`src/swm_ring.sv`:
```
`timescale 1ns / 1ps
// ----------------------------------------------------------------------------
// swm_ring
// Circular sample store in arrival order. On a write it stores the new sample
// and returns the evicted (oldest) entry on the next cycle.
// ----------------------------------------------------------------------------
module swm_ring #(
    parameter int WINDOW      = 50,
    parameter int SAMPLE_BITS = 32
) (
    input  logic                             aclk,
    input  logic                             aresetn,
    input  logic                             wr_en,
    input  logic [SAMPLE_BITS-1:0]           wr_sample,
    output logic [SAMPLE_BITS-1:0]           old_sample,
    output logic [$clog2(WINDOW+1)-1:0]      held_count,
    output logic                             full
);

    localparam int IDX_W = $clog2(WINDOW);
    localparam int CNT_W = $clog2(WINDOW + 1);

    logic [SAMPLE_BITS-1:0] mem [WINDOW];
    logic [SAMPLE_BITS-1:0] old_reg;
    logic [IDX_W-1:0]       oldest_reg, oldest_next;
    logic [CNT_W-1:0]       held_reg, held_next;
    logic [IDX_W:0]         slot_sum;
    logic [IDX_W:0]         slot_wrap;
    logic [IDX_W-1:0]       slot;

    assign full = (held_reg == CNT_W'(WINDOW));

    // Pick the slot just past the newest sample, or the oldest one when full
    always_comb begin
        slot_sum  = {1'b0, oldest_reg} + (IDX_W + 1)'(held_reg);
        slot_wrap = (slot_sum >= (IDX_W + 1)'(WINDOW)) ?
                    slot_sum - (IDX_W + 1)'(WINDOW) : slot_sum;
        slot      = full ? oldest_reg : slot_wrap[IDX_W-1:0];
    end

    // Advance the oldest pointer only on eviction, grow the count otherwise
    always_comb begin
        oldest_next = oldest_reg;
        held_next   = held_reg;
        if (wr_en) begin
            if (full) begin
                oldest_next = (oldest_reg == IDX_W'(WINDOW - 1)) ?
                              '0 : oldest_reg + 1'b1;
            end else begin
                held_next = held_reg + 1'b1;
            end
        end
    end

    always_ff @(posedge aclk) begin
        if (!aresetn) begin
            oldest_reg <= '0;
            held_reg   <= '0;
        end else begin
            oldest_reg <= oldest_next;
            held_reg   <= held_next;
        end
    end

    // Read the oldest entry before it is overwritten in the same cycle
    always_ff @(posedge aclk) begin
        if (wr_en) begin
            old_reg   <= mem[oldest_reg];
            mem[slot] <= wr_sample;
        end
    end

    assign old_sample = old_reg;
    assign held_count = held_reg;

endmodule

```
`config.mk`:
```
export PLATFORM = sky130hd
export DESIGN_NAME = swm_ring
export DESIGN_NICKNAME = d
export VERILOG_FILES = /design/src/swm_ring.sv
export SDC_FILE = /design/constraint.sdc
export NUM_CORES = 2
export LEC_CHECK = 0
export BUFFER_PORTS_ARGS = -buffer_cell sky130_fd_sc_hd__buf_2
export CORE_MARGIN = 4
export CORE_UTILIZATION = 39
export CTS_BUF_LIST = sky130_fd_sc_hd__clkbuf_8
export CTS_CLUSTER_DIAMETER = 40
export DETAILED_ROUTE_END_ITERATION = 6
export SLEW_MARGIN = 20
export SYNTH_ARGS = -nofsm -noshare
export SYNTH_HDL_FRONTEND = slang
export SYNTH_SLANG_ARGS = --single-unit
```
`constraint.sdc`:
```
create_clock -name aclk -period 6.84 [get_ports aclk]
set_input_delay 0.342 -clock aclk [delete_from_list [all_inputs] [get_ports aclk]]
set_output_delay 0.342 -clock aclk [all_outputs]
set_load 0.03 [all_outputs]
```
==> metrics.cfg <==
[clocking]
cts_max_path_buffers=4
post_cts_resized=0
cts_tree=built
holdBufCountCts=11
cts_root_buffer=clkbuf_8
ctsHtreeMaxLevel=5
numCtsBuffers=276
clk_pin_slew_ns=0.06
clk_latency_ns=0.98
postCtsSetupBuffers=0
cts_num_sinks=1644

[logic_synthesis]
synth-seq-area-share=0.782
synth_flop_cell=edfxtp_1
synth_cells=2556
avgSynthCellArea_um2=24.6
synth.distinct_cells=52
yosys_warnings=0
synth.most_common_cell=edfxtp_1
ys_async_sr_fraction=0
yosys.area.top_type=edfxtp_1
synthTopCellsByArea=edfxtp_1 78%, mux4_2 18%, mux2_2 0.59%, clkbuf_1 0.55%, nor2_1 0.43%
ys_ff_latch=1644
synthTopCellsByCount=1,632 x edfxtp_1, 505 x mux4_2, 92 x clkbuf_1
synthesis.area_um2=62900
synth_fp_nets=2603
synth_edf_count=1632
synth_top_area_share=0.779

[cells_and_area]
largest_register_ffs=1600
final_area_um2=72200
largest_register=mem
area.growth.synth_to_final_pct=14.7
nets=2950
final_layout_size_suffix_gt1_frac=0.359

[critical_path]
cp.required_ns=7.46
worst_ep_arrival_time_ns=6.39
crit_path_max_incr_delay_ns=0.89
slowest_stage=nor2_4
crit_path_cell_trace=clkinv_1 -> fa_1 -> xnor2_1 -> inv_1 -> ha_1 -> o21ai_0 -> o22ai_1 -> a22oi_1 -> mux2i_1 -> nand3b_1 -> nor2_4 -> buf_4
cp_max_fo=39
startpoint_type=flip-flop
worst_setup_path_end_kind=flip-flop
path_class=flip-flop to flip-flop

[worst_hold_path]
hold_class=input pin to flip-flop

[sta]
max-slew-margin-rel=0.246
maxSlewViolCount=0
tns_ns=0
finalSetupViolCount=0
finalHoldViolations=0
rsz0062_at_grt=false
worst_slew_pin_slew_ns=1.13
max_freq_ghz=0.173
finalClockSkew_ns=0.0716
finalCritPeriodShare=0.844
fin_crit_ns=5.77

[global_routing]
grt_pass1_wl_mm=228
grt.total_usage=0.190
grt_max_degree=124
globalRouteOverflowTotal=0
antenna_found_initial=7
grt_pass1_vias=30053

[route]
drc=0
wl_mm=159
wl_per_cell_um=30.4
via_per_inst=5.64
ant_nets=0
dr.pass1.iters=6
via_count=29567
dr.first_iter.drc_count=3279

[floorplan]
core_um2=161000
ios=74
die-area_um2=168000
rows=147
initial_core_util=0.392
dieHeight_um=410
die_width_um=410

[power_and_ir_drop]
power_leakage_nw=21.8
power_w=0.0197
ir_drop_mv=0.135
power_density_nw_per_um2=272

[placement]
portBuffers=73
gp_congestion=0.841
dpl_cell_area_um2=66800
dp_hpwl_mm=96.6

[outcome]
outcome=finished, final reports clean

[flow_run]
drv_cap=0

critical path: cells and delay by family, from the launching register on:
kind	cells	cell delay, ns
AND/OR/NAND/NOR	2	1.62
buffers and inverters	3	1.03
adder cells (fa/ha/maj)	2	0.90
flip-flops	1	0.73
AO/OA/AOI/OAI	3	0.45
XOR/XNOR	1	0.43
multiplexers	1	0.24
kinds of logic after synthesis:
| logic type | count (synthesis) | synth area share |
|---|---|---|
| AO/OA/AOI/OAI | 52 | 0.00624 |
| XOR/XNOR | 15 | 0.00209 |
| adder cells (fa/ha/maj) | 12 | 0.00250 |
| buffers and inverters | 143 | 0.00869 |
| flip-flops | 1644 | 0.782 |
| multiplexers | 540 | 0.187 |
| AND/OR/NAND/NOR | 150 | 0.0111 |
power by group:
| part | total, W | internal, W | switching, W |
|---|---|---|---|
| logic | 0.000413 | 0.0000894 | 0.000324 |
| clock network | 0.00809 | 0.00432 | 0.00377 |
| registers | 0.0112 | 0.0111 | 0.0000202 |
metal layers:
metal / up-vias / part of all wire / global-route usage
li1: 11801 / - / -
met1: 16066 / 0.40 / 0.262
met2: 1456 / 0.50 / 0.308
met3: 240 / 0.082 / 0.0418
met4: 4 / 0.024 / 0.0526
met5: - / 0.00017 / 0
stage by stage:
stage                util  std cells  hold slack, ns  setup WS (ns)
floorplan               -       2556           0.441          0.300
global placement    0.415       4742           0.605           1.28
detailed placement  0.416       4751           0.635           1.14
CTS                 0.448       5220         0.00342           1.10
global route        0.450       5244          0.0203          0.739
finish              0.450       5246          0.0744           1.07
final timing paths:
check	slack [ns]	depth (start not counted)	from	to
setup / recovery	1.07	12	oldest_reg[1]	mem[16][13]
hold / removal	0.07	2	wr_sample[28]	mem[24][28]
setup reg to reg	1.07	12	oldest_reg[1]	mem[16][13]
hold reg to reg	0.64	2	held_count[1]	held_count[1]
layout by cell type (no fill, tap or decap), types with 7 or more instances in the layout:
| master | Yosys | final |
|---|---|---|
| edfxtp_1 | 1632 | 1632 |
| mux4_2 | 505 | 505 |
| clkbuf_8 | 0 | 284 |
| buf_4 | 0 | 105 |
| inv_1 | 10 | 82 |
| clkinv_1 | 1 | 53 |
| buf_2 | 8 | 51 |
| nor2_4 | 0 | 48 |
| mux2_2 | 33 | 33 |
| dlygate4sd3_1 | 0 | 29 |
| nand2_1 | 28 | 28 |
| clkinv_2 | 0 | 27 |
| nor2_1 | 72 | 24 |
| bufinv_16 | 0 | 13 |
| ha_1 | 11 | 11 |
| a211oi_1 | 10 | 10 |
| nor2b_1 | 9 | 9 |
| a31oi_1 | 9 | 9 |
| nand4_1 | 9 | 9 |
| xor2_1 | 9 | 9 |
| buf_12 | 0 | 9 |
| nor3_1 | 8 | 8 |
| clkinvlp_4 | 0 | 8 |
| buf_16 | 0 | 7 |
cell type report:
type	instances	area, um^2
fill	13056	88300
sequential	1644	49300
multi-input combinational	769	13500
clock buffer	284	3910
tap	2160	2700
timing repair buffer	201	1710
clock inverter	174	1070
inverter	11	41.3
antenna	3	7.51
No activity file was read; power rests on OpenSTA's default activity.
