<file path="src/swm_pkg.sv">
`timescale 1ns / 1ps
// ----------------------------------------------------------------------------
// swm_pkg
// Shared types and fixed port widths for the sliding window median block.
// ----------------------------------------------------------------------------
package swm_pkg;

    // Fixed widths of the streaming ports
    localparam int SAMPLE_IN_W = 32;
    localparam int MEDIAN_W    = 32;
    localparam int FILL_W      = 6;

    // Sequencer states
    typedef enum logic [1:0] {
        ST_IDLE,
        ST_LOAD,
        ST_MERGE,
        ST_OUT
    } swm_state_t;

    // Command from the sequencer to the sorted-copy merge unit
    typedef struct packed {
        logic start;  // begin one merge pass
        logic drop;   // window was full: remove the evicted sample
    } swm_merge_cmd_t;

endpackage

</file>
<file path="src/swm_sorter.sv">
`timescale 1ns / 1ps
// ----------------------------------------------------------------------------
// swm_sorter
// Sorted copy of the window in two ping-pong banks. One merge pass walks the
// source bank with a single compare unit, drops the evicted sample, inserts
// the new one into the other bank and captures the two middle entries.
// ----------------------------------------------------------------------------
module swm_sorter #(
    parameter int WINDOW      = 50,
    parameter int SAMPLE_BITS = 32
) (
    input  logic                         aclk,
    input  logic                         aresetn,
    input  swm_pkg::swm_merge_cmd_t      cmd,
    input  logic [$clog2(WINDOW+1)-1:0]  n_new,
    input  logic [SAMPLE_BITS-1:0]       new_sample,
    input  logic [SAMPLE_BITS-1:0]       old_sample,
    output logic                         done,
    output logic [SAMPLE_BITS-1:0]       mid_lo,
    output logic [SAMPLE_BITS-1:0]       mid_hi
);

    localparam int IDX_W = $clog2(WINDOW);
    localparam int CNT_W = $clog2(WINDOW + 1);

    logic [SAMPLE_BITS-1:0] bank0 [WINDOW];
    logic [SAMPLE_BITS-1:0] bank1 [WINDOW];
    logic [SAMPLE_BITS-1:0] rd0_reg, rd1_reg;

    logic                   busy_reg, busy_next;
    logic                   sel_reg, sel_next;
    logic                   inserted_reg, inserted_next;
    logic                   removed_reg, removed_next;
    logic                   done_reg, done_next;
    logic                   drop_reg, drop_next;
    logic [CNT_W-1:0]       rd_cnt_reg, rd_cnt_next;
    logic [CNT_W-1:0]       wr_cnt_reg, wr_cnt_next;
    logic [SAMPLE_BITS-1:0] lo_reg, hi_reg;

    logic [CNT_W-1:0]       n_old;
    logic [CNT_W-1:0]       k_lo, k_hi;
    logic                   exhausted;
    logic [SAMPLE_BITS-1:0] head;
    logic                   take_new;
    logic                   take_drop;
    logic                   wr_en;
    logic [SAMPLE_BITS-1:0] wr_val;

    // Entries held before this item, and the middle positions after it
    assign n_old = drop_reg ? n_new : n_new - 1'b1;
    assign k_lo  = (n_new - 1'b1) >> 1;
    assign k_hi  = n_new >> 1;

    assign head      = sel_reg ? rd1_reg : rd0_reg;
    assign exhausted = (rd_cnt_reg >= n_old);

    // Shared compare unit: insert point and eviction match
    assign take_new  = !inserted_reg && (exhausted || (new_sample <= head));
    assign take_drop = !take_new && drop_reg && !removed_reg && (head == old_sample);
    assign wr_en     = busy_reg && !take_drop;
    assign wr_val    = take_new ? new_sample : head;

    // Step the merge walk
    always_comb begin
        busy_next     = busy_reg;
        sel_next      = sel_reg;
        inserted_next = inserted_reg;
        removed_next  = removed_reg;
        drop_next     = drop_reg;
        rd_cnt_next   = rd_cnt_reg;
        wr_cnt_next   = wr_cnt_reg;
        done_next     = 1'b0;
        if (cmd.start) begin
            busy_next     = 1'b1;
            inserted_next = 1'b0;
            removed_next  = 1'b0;
            drop_next     = cmd.drop;
            rd_cnt_next   = '0;
            wr_cnt_next   = '0;
        end else if (busy_reg) begin
            if (take_new) begin
                inserted_next = 1'b1;
            end else begin
                rd_cnt_next = rd_cnt_reg + 1'b1;
                if (take_drop) begin
                    removed_next = 1'b1;
                end
            end
            if (wr_en) begin
                wr_cnt_next = wr_cnt_reg + 1'b1;
                if (wr_cnt_reg == n_new - 1'b1) begin
                    busy_next = 1'b0;
                    sel_next  = !sel_reg;
                    done_next = 1'b1;
                end
            end
        end
    end

    always_ff @(posedge aclk) begin
        if (!aresetn) begin
            busy_reg     <= 1'b0;
            sel_reg      <= 1'b0;
            inserted_reg <= 1'b0;
            removed_reg  <= 1'b0;
            done_reg     <= 1'b0;
            drop_reg     <= 1'b0;
            rd_cnt_reg   <= '0;
            wr_cnt_reg   <= '0;
        end else begin
            busy_reg     <= busy_next;
            sel_reg      <= sel_next;
            inserted_reg <= inserted_next;
            removed_reg  <= removed_next;
            done_reg     <= done_next;
            drop_reg     <= drop_next;
            rd_cnt_reg   <= rd_cnt_next;
            wr_cnt_reg   <= wr_cnt_next;
        end
    end

    // Read both banks at the next walk position, write the destination bank
    always_ff @(posedge aclk) begin
        rd0_reg <= bank0[rd_cnt_next[IDX_W-1:0]];
        rd1_reg <= bank1[rd_cnt_next[IDX_W-1:0]];
        if (wr_en && sel_reg) begin
            bank0[wr_cnt_reg[IDX_W-1:0]] <= wr_val;
        end
        if (wr_en && !sel_reg) begin
            bank1[wr_cnt_reg[IDX_W-1:0]] <= wr_val;
        end
    end

    // Capture the middle pair as it streams past
    always_ff @(posedge aclk) begin
        if (wr_en && (wr_cnt_reg == k_lo)) begin
            lo_reg <= wr_val;
        end
        if (wr_en && (wr_cnt_reg == k_hi)) begin
            hi_reg <= wr_val;
        end
    end

    assign done   = done_reg;
    assign mid_lo = lo_reg;
    assign mid_hi = hi_reg;

endmodule

</file>
<file path="config.mk">
export PLATFORM = sky130hd
export DESIGN_NAME = swm_sorter
export DESIGN_NICKNAME = d
export VERILOG_FILES = /design/src/swm_pkg.sv /design/src/swm_sorter.sv
export SDC_FILE = /design/constraint.sdc
export NUM_CORES = 2
export LEC_CHECK = 0
export BUFFER_PORTS_ARGS = -buffer_cell sky130_fd_sc_hd__buf_2
export CAP_MARGIN = 20
export CORE_MARGIN = 1.5
export CORE_UTILIZATION = 35
export DETAILED_ROUTE_END_ITERATION = 12
export MAX_ROUTING_LAYER = met4
export PLACE_DENSITY = 0.58
export SLEW_MARGIN = 20
export SYNTH_ARGS = -nofsm -noshare
export SYNTH_HDL_FRONTEND = slang
export SYNTH_SLANG_ARGS = --single-unit
</file>
<file path="constraint.sdc">
create_clock -name aclk -period 11.65 [get_ports aclk]
set_input_delay 2.9125 -clock aclk [delete_from_list [all_inputs] [get_ports aclk]]
set_output_delay 2.9125 -clock aclk [all_outputs]
set_load 0.01 [all_outputs]
</file>
==> impl_results.md <==
- Compound-cell area share of the yosys netlist: 5.410%
- CP max-delay cell: a211oi_1
- Routed WL per cell: 32.46 um
- Cells after DPL: 13559
- Pin count of the biggest net entering global routing: 129
- Clock latency on the worst-skew pair: 0.93 ns
- Leak Pwr: 50.84 nW
- Drt first-iter violations: 12222
- Via/cell ratio: 5.726
- Mux contribution to synthesized area: 6.356%
- CP startpoint kind: primary input
- Min-delay src: removed_reg
- Layout Utilization: 40.55%
- Largest family of logic cells by synthesized area: simple AND/OR/NAND/NOR gates
- Clk slew on worst S/H paths: 0.06 ns
- Critical R2R Launch: sel_reg
- Worst EP arrival: 9.53 ns
- Core ar.: 375300 um2
- Post-synthesis xor/xnor area fraction: 0.4448%
- RSZ-0062 raised after global routing: no
- Crit path launch: n_new[0]
- Status: finished, violations left
- IO Count: 139
- Die area: 380600 um2
- Synth Flop Type: edfxtp_1
- Worst Path Max Fanout: 40
- Register area share after synthesis: 75.55%
- Endpoints failing setup: 0
- Syn_nets: 8715
- Routed Antenna Nets: 1
- Root buf cell: clkbuf_16
- CTS tree: yes
- Antenna violations before repair: 53
- YS warnings: 0
- Grt total ovfl: 0
- Row cnt: 225
- Critical path type: primary input to register
- Commonest non-fill, non-tap cell in the layout: edfxtp_1
- Layout cells sized above 1: 15.36%
- RePlAce Congestion: 0.9545
- Synth-to-Final Area Change: 15.34%
- Setup bufs post-CTS: 0
- Post-synthesis cell count: 8600
- Post-synthesis register bit count: 3346
- Critical path capture point type: register
- Total routed wirelength: 462000 um
- Post-Syn Area: 131900 um2
- Starting density of the core: 35.15%
- CTS H-Tree Depth: 5
- Slew Viols, Final: 0
- Async set-reset flop share out of synthesis: 0%
- Hold-fix buffers at CTS: 0
- Relative slew slack: 6.596%
- CTS sink cnt: 3346
- First-pass GRT wire length: 630900 um
- Detailed Place HPWL: 280500 um
- Final worst path period share: 74.70%
- Cell chain of the critical path: buf_2, nor3_1, nand2_1, nor2_1, xnor2_1, ha_1, and3_1, a21o_1, o21ai_0, o211ai_2, a2bb2oi_4, nand2_4, buf_4, a21oi_1, nor4_1, a211oi_1, o22a_1
- Fin worst setup slack: 2.947 ns
- Drt pass-1 iters: 6
- FF-to-FF setup slack: 3.28 ns
- Commonest non-fill, non-tap cells in the layout: 3264 x edfxtp_1, 1742 x nand2_1, 687 x nand3_1
- Max incr delay on CP: 1.14 ns
- Worst-Margin Slew: 1.393 ns
- Vias in the first global route: 76302
- Cell Pwr Density: 174.0 nW/um2
- Post-route minimum period: 8.703 ns
- Num CTS Buffers: 349
- Hold Path Class: register to register
- Post-synthesis adder-cell area fraction: 0.3889%
- Pre-CTS setup slack: 2.414 ns
- WP data required: 12.47 ns
- Maximum clock frequency: 114.9 MHz
- Port buffer count: 138
- Non-Filler Instances: 14233
- Chip width: 616.9 um
- Simple-Gate Fraction of Synth Area: 9.599%
- Peak supply drop: 0.1181 mV
- Final setup TNS: 0 ns
- Setup Skew: 0.07617 ns
- # resized after CTS: 0
- # fillers: 33616
- Total power: 26.47 mW
- Die Ht: 616.9 um
- EDFF count, synth: 3264
- Post-route DRC: 0
- Dpl cell area: 140800 um2
- Design area: 152200 um2
- Max Root-Sink Buffers: 4
- Tot GR Track Use: 24.41%
- Final Hold Viols: 0
- Vias post-DR: 81492
- Distinct cells, synth: 92
- Final hold slack: 0.4934 ns
- Nets: 9033
- Failing checks: antenna rules
- Syn Area/Cell: 15.34 um2
- Max-capacitance violation count: 0
## cells in the mapped netlist, types with 38 or more instances
cell	number	share of area, %
a21oi_1	358	1.4
o22ai_1	102	0.48
a22oi_1	45	0.26
nand4_1	45	0.21
xor2_1	42	0.28
clkbuf_1	159	0.45
dfxtp_1	82	1.2
buf_2	221	0.84
and3_1	91	0.43
buf_4	67	0.38
mux2i_1	463	3.5
a211oi_1	45	0.26
mux4_2	150	2.6
a311oi_1	65	0.43
a31oi_1	51	0.24
edfxtp_1	3264	74
nor2_1	196	0.56
buf_6	47	0.40
o21ai_0	44	0.17
o221ai_1	38	0.25
nand3_1	689	2.6
nand2_1	1745	5.0
ha_1	41	0.39
nor4_1	45	0.21
a221oi_1	56	0.37
## cells by family after synthesis
logic type | after synthesis
AO/OA/AOI/OAI | 1037
XOR/XNOR | 67
adder cells (fa/ha/maj) | 41
buffers and inverters | 545
flip-flops | 3346
multiplexers | 645
AND/OR/NAND/NOR | 2919
## worst paths after layout
kind	cells after the start	end
max	17	rd1_reg[18]
min reg2reg	2	removed_reg
min	2	removed_reg
max reg2reg	15	rd1_reg[31]
## routing by layer
layer | share of wire, % | wire (um) | track usage, %
met1 | 39 | 179100 | 31.82
met2 | 44 | 204100 | 35.78
met3 | 11 | 52950 | 6.081
met4 | 5.6 | 25740 | 11.51
met5 | 0 | 0 | -
## area by class of cell
cell class | instances | area, um2 | share of cell area (%)
clock inverters | 149 | 1640 | 1.078
inverters | 11 | 41.29 | 0.02714
flip-flops and latches | 3346 | 99660 | 65.50
repair buffers | 501 | 4070 | 2.675
clock buffers | 478 | 9558 | 6.282
well taps | 4994 | 6248 | 4.107
multi-input cells | 4709 | 30820 | 20.26
diodes | 45 | 112.6 | 0.07401
## where the power goes
| group | internal [mW] | switching (mW) |
|---|---|---|
| Sequential | 13.6 | 0.0436 |
| Combinational | 0.348 | 1.37 |
| Clock | 6.42 | 4.65 |
## critical path: cells and delay by family
kind,cells,cell delay [ns]
AO/OA/AOI/OAI,7,3.64
adder cells (fa/ha/maj),1,0.30
buffers and inverters,2,0.70
AND/OR/NAND/NOR,6,1.72
XOR/XNOR,1,0.16
(Power assumes the default switching activity.)
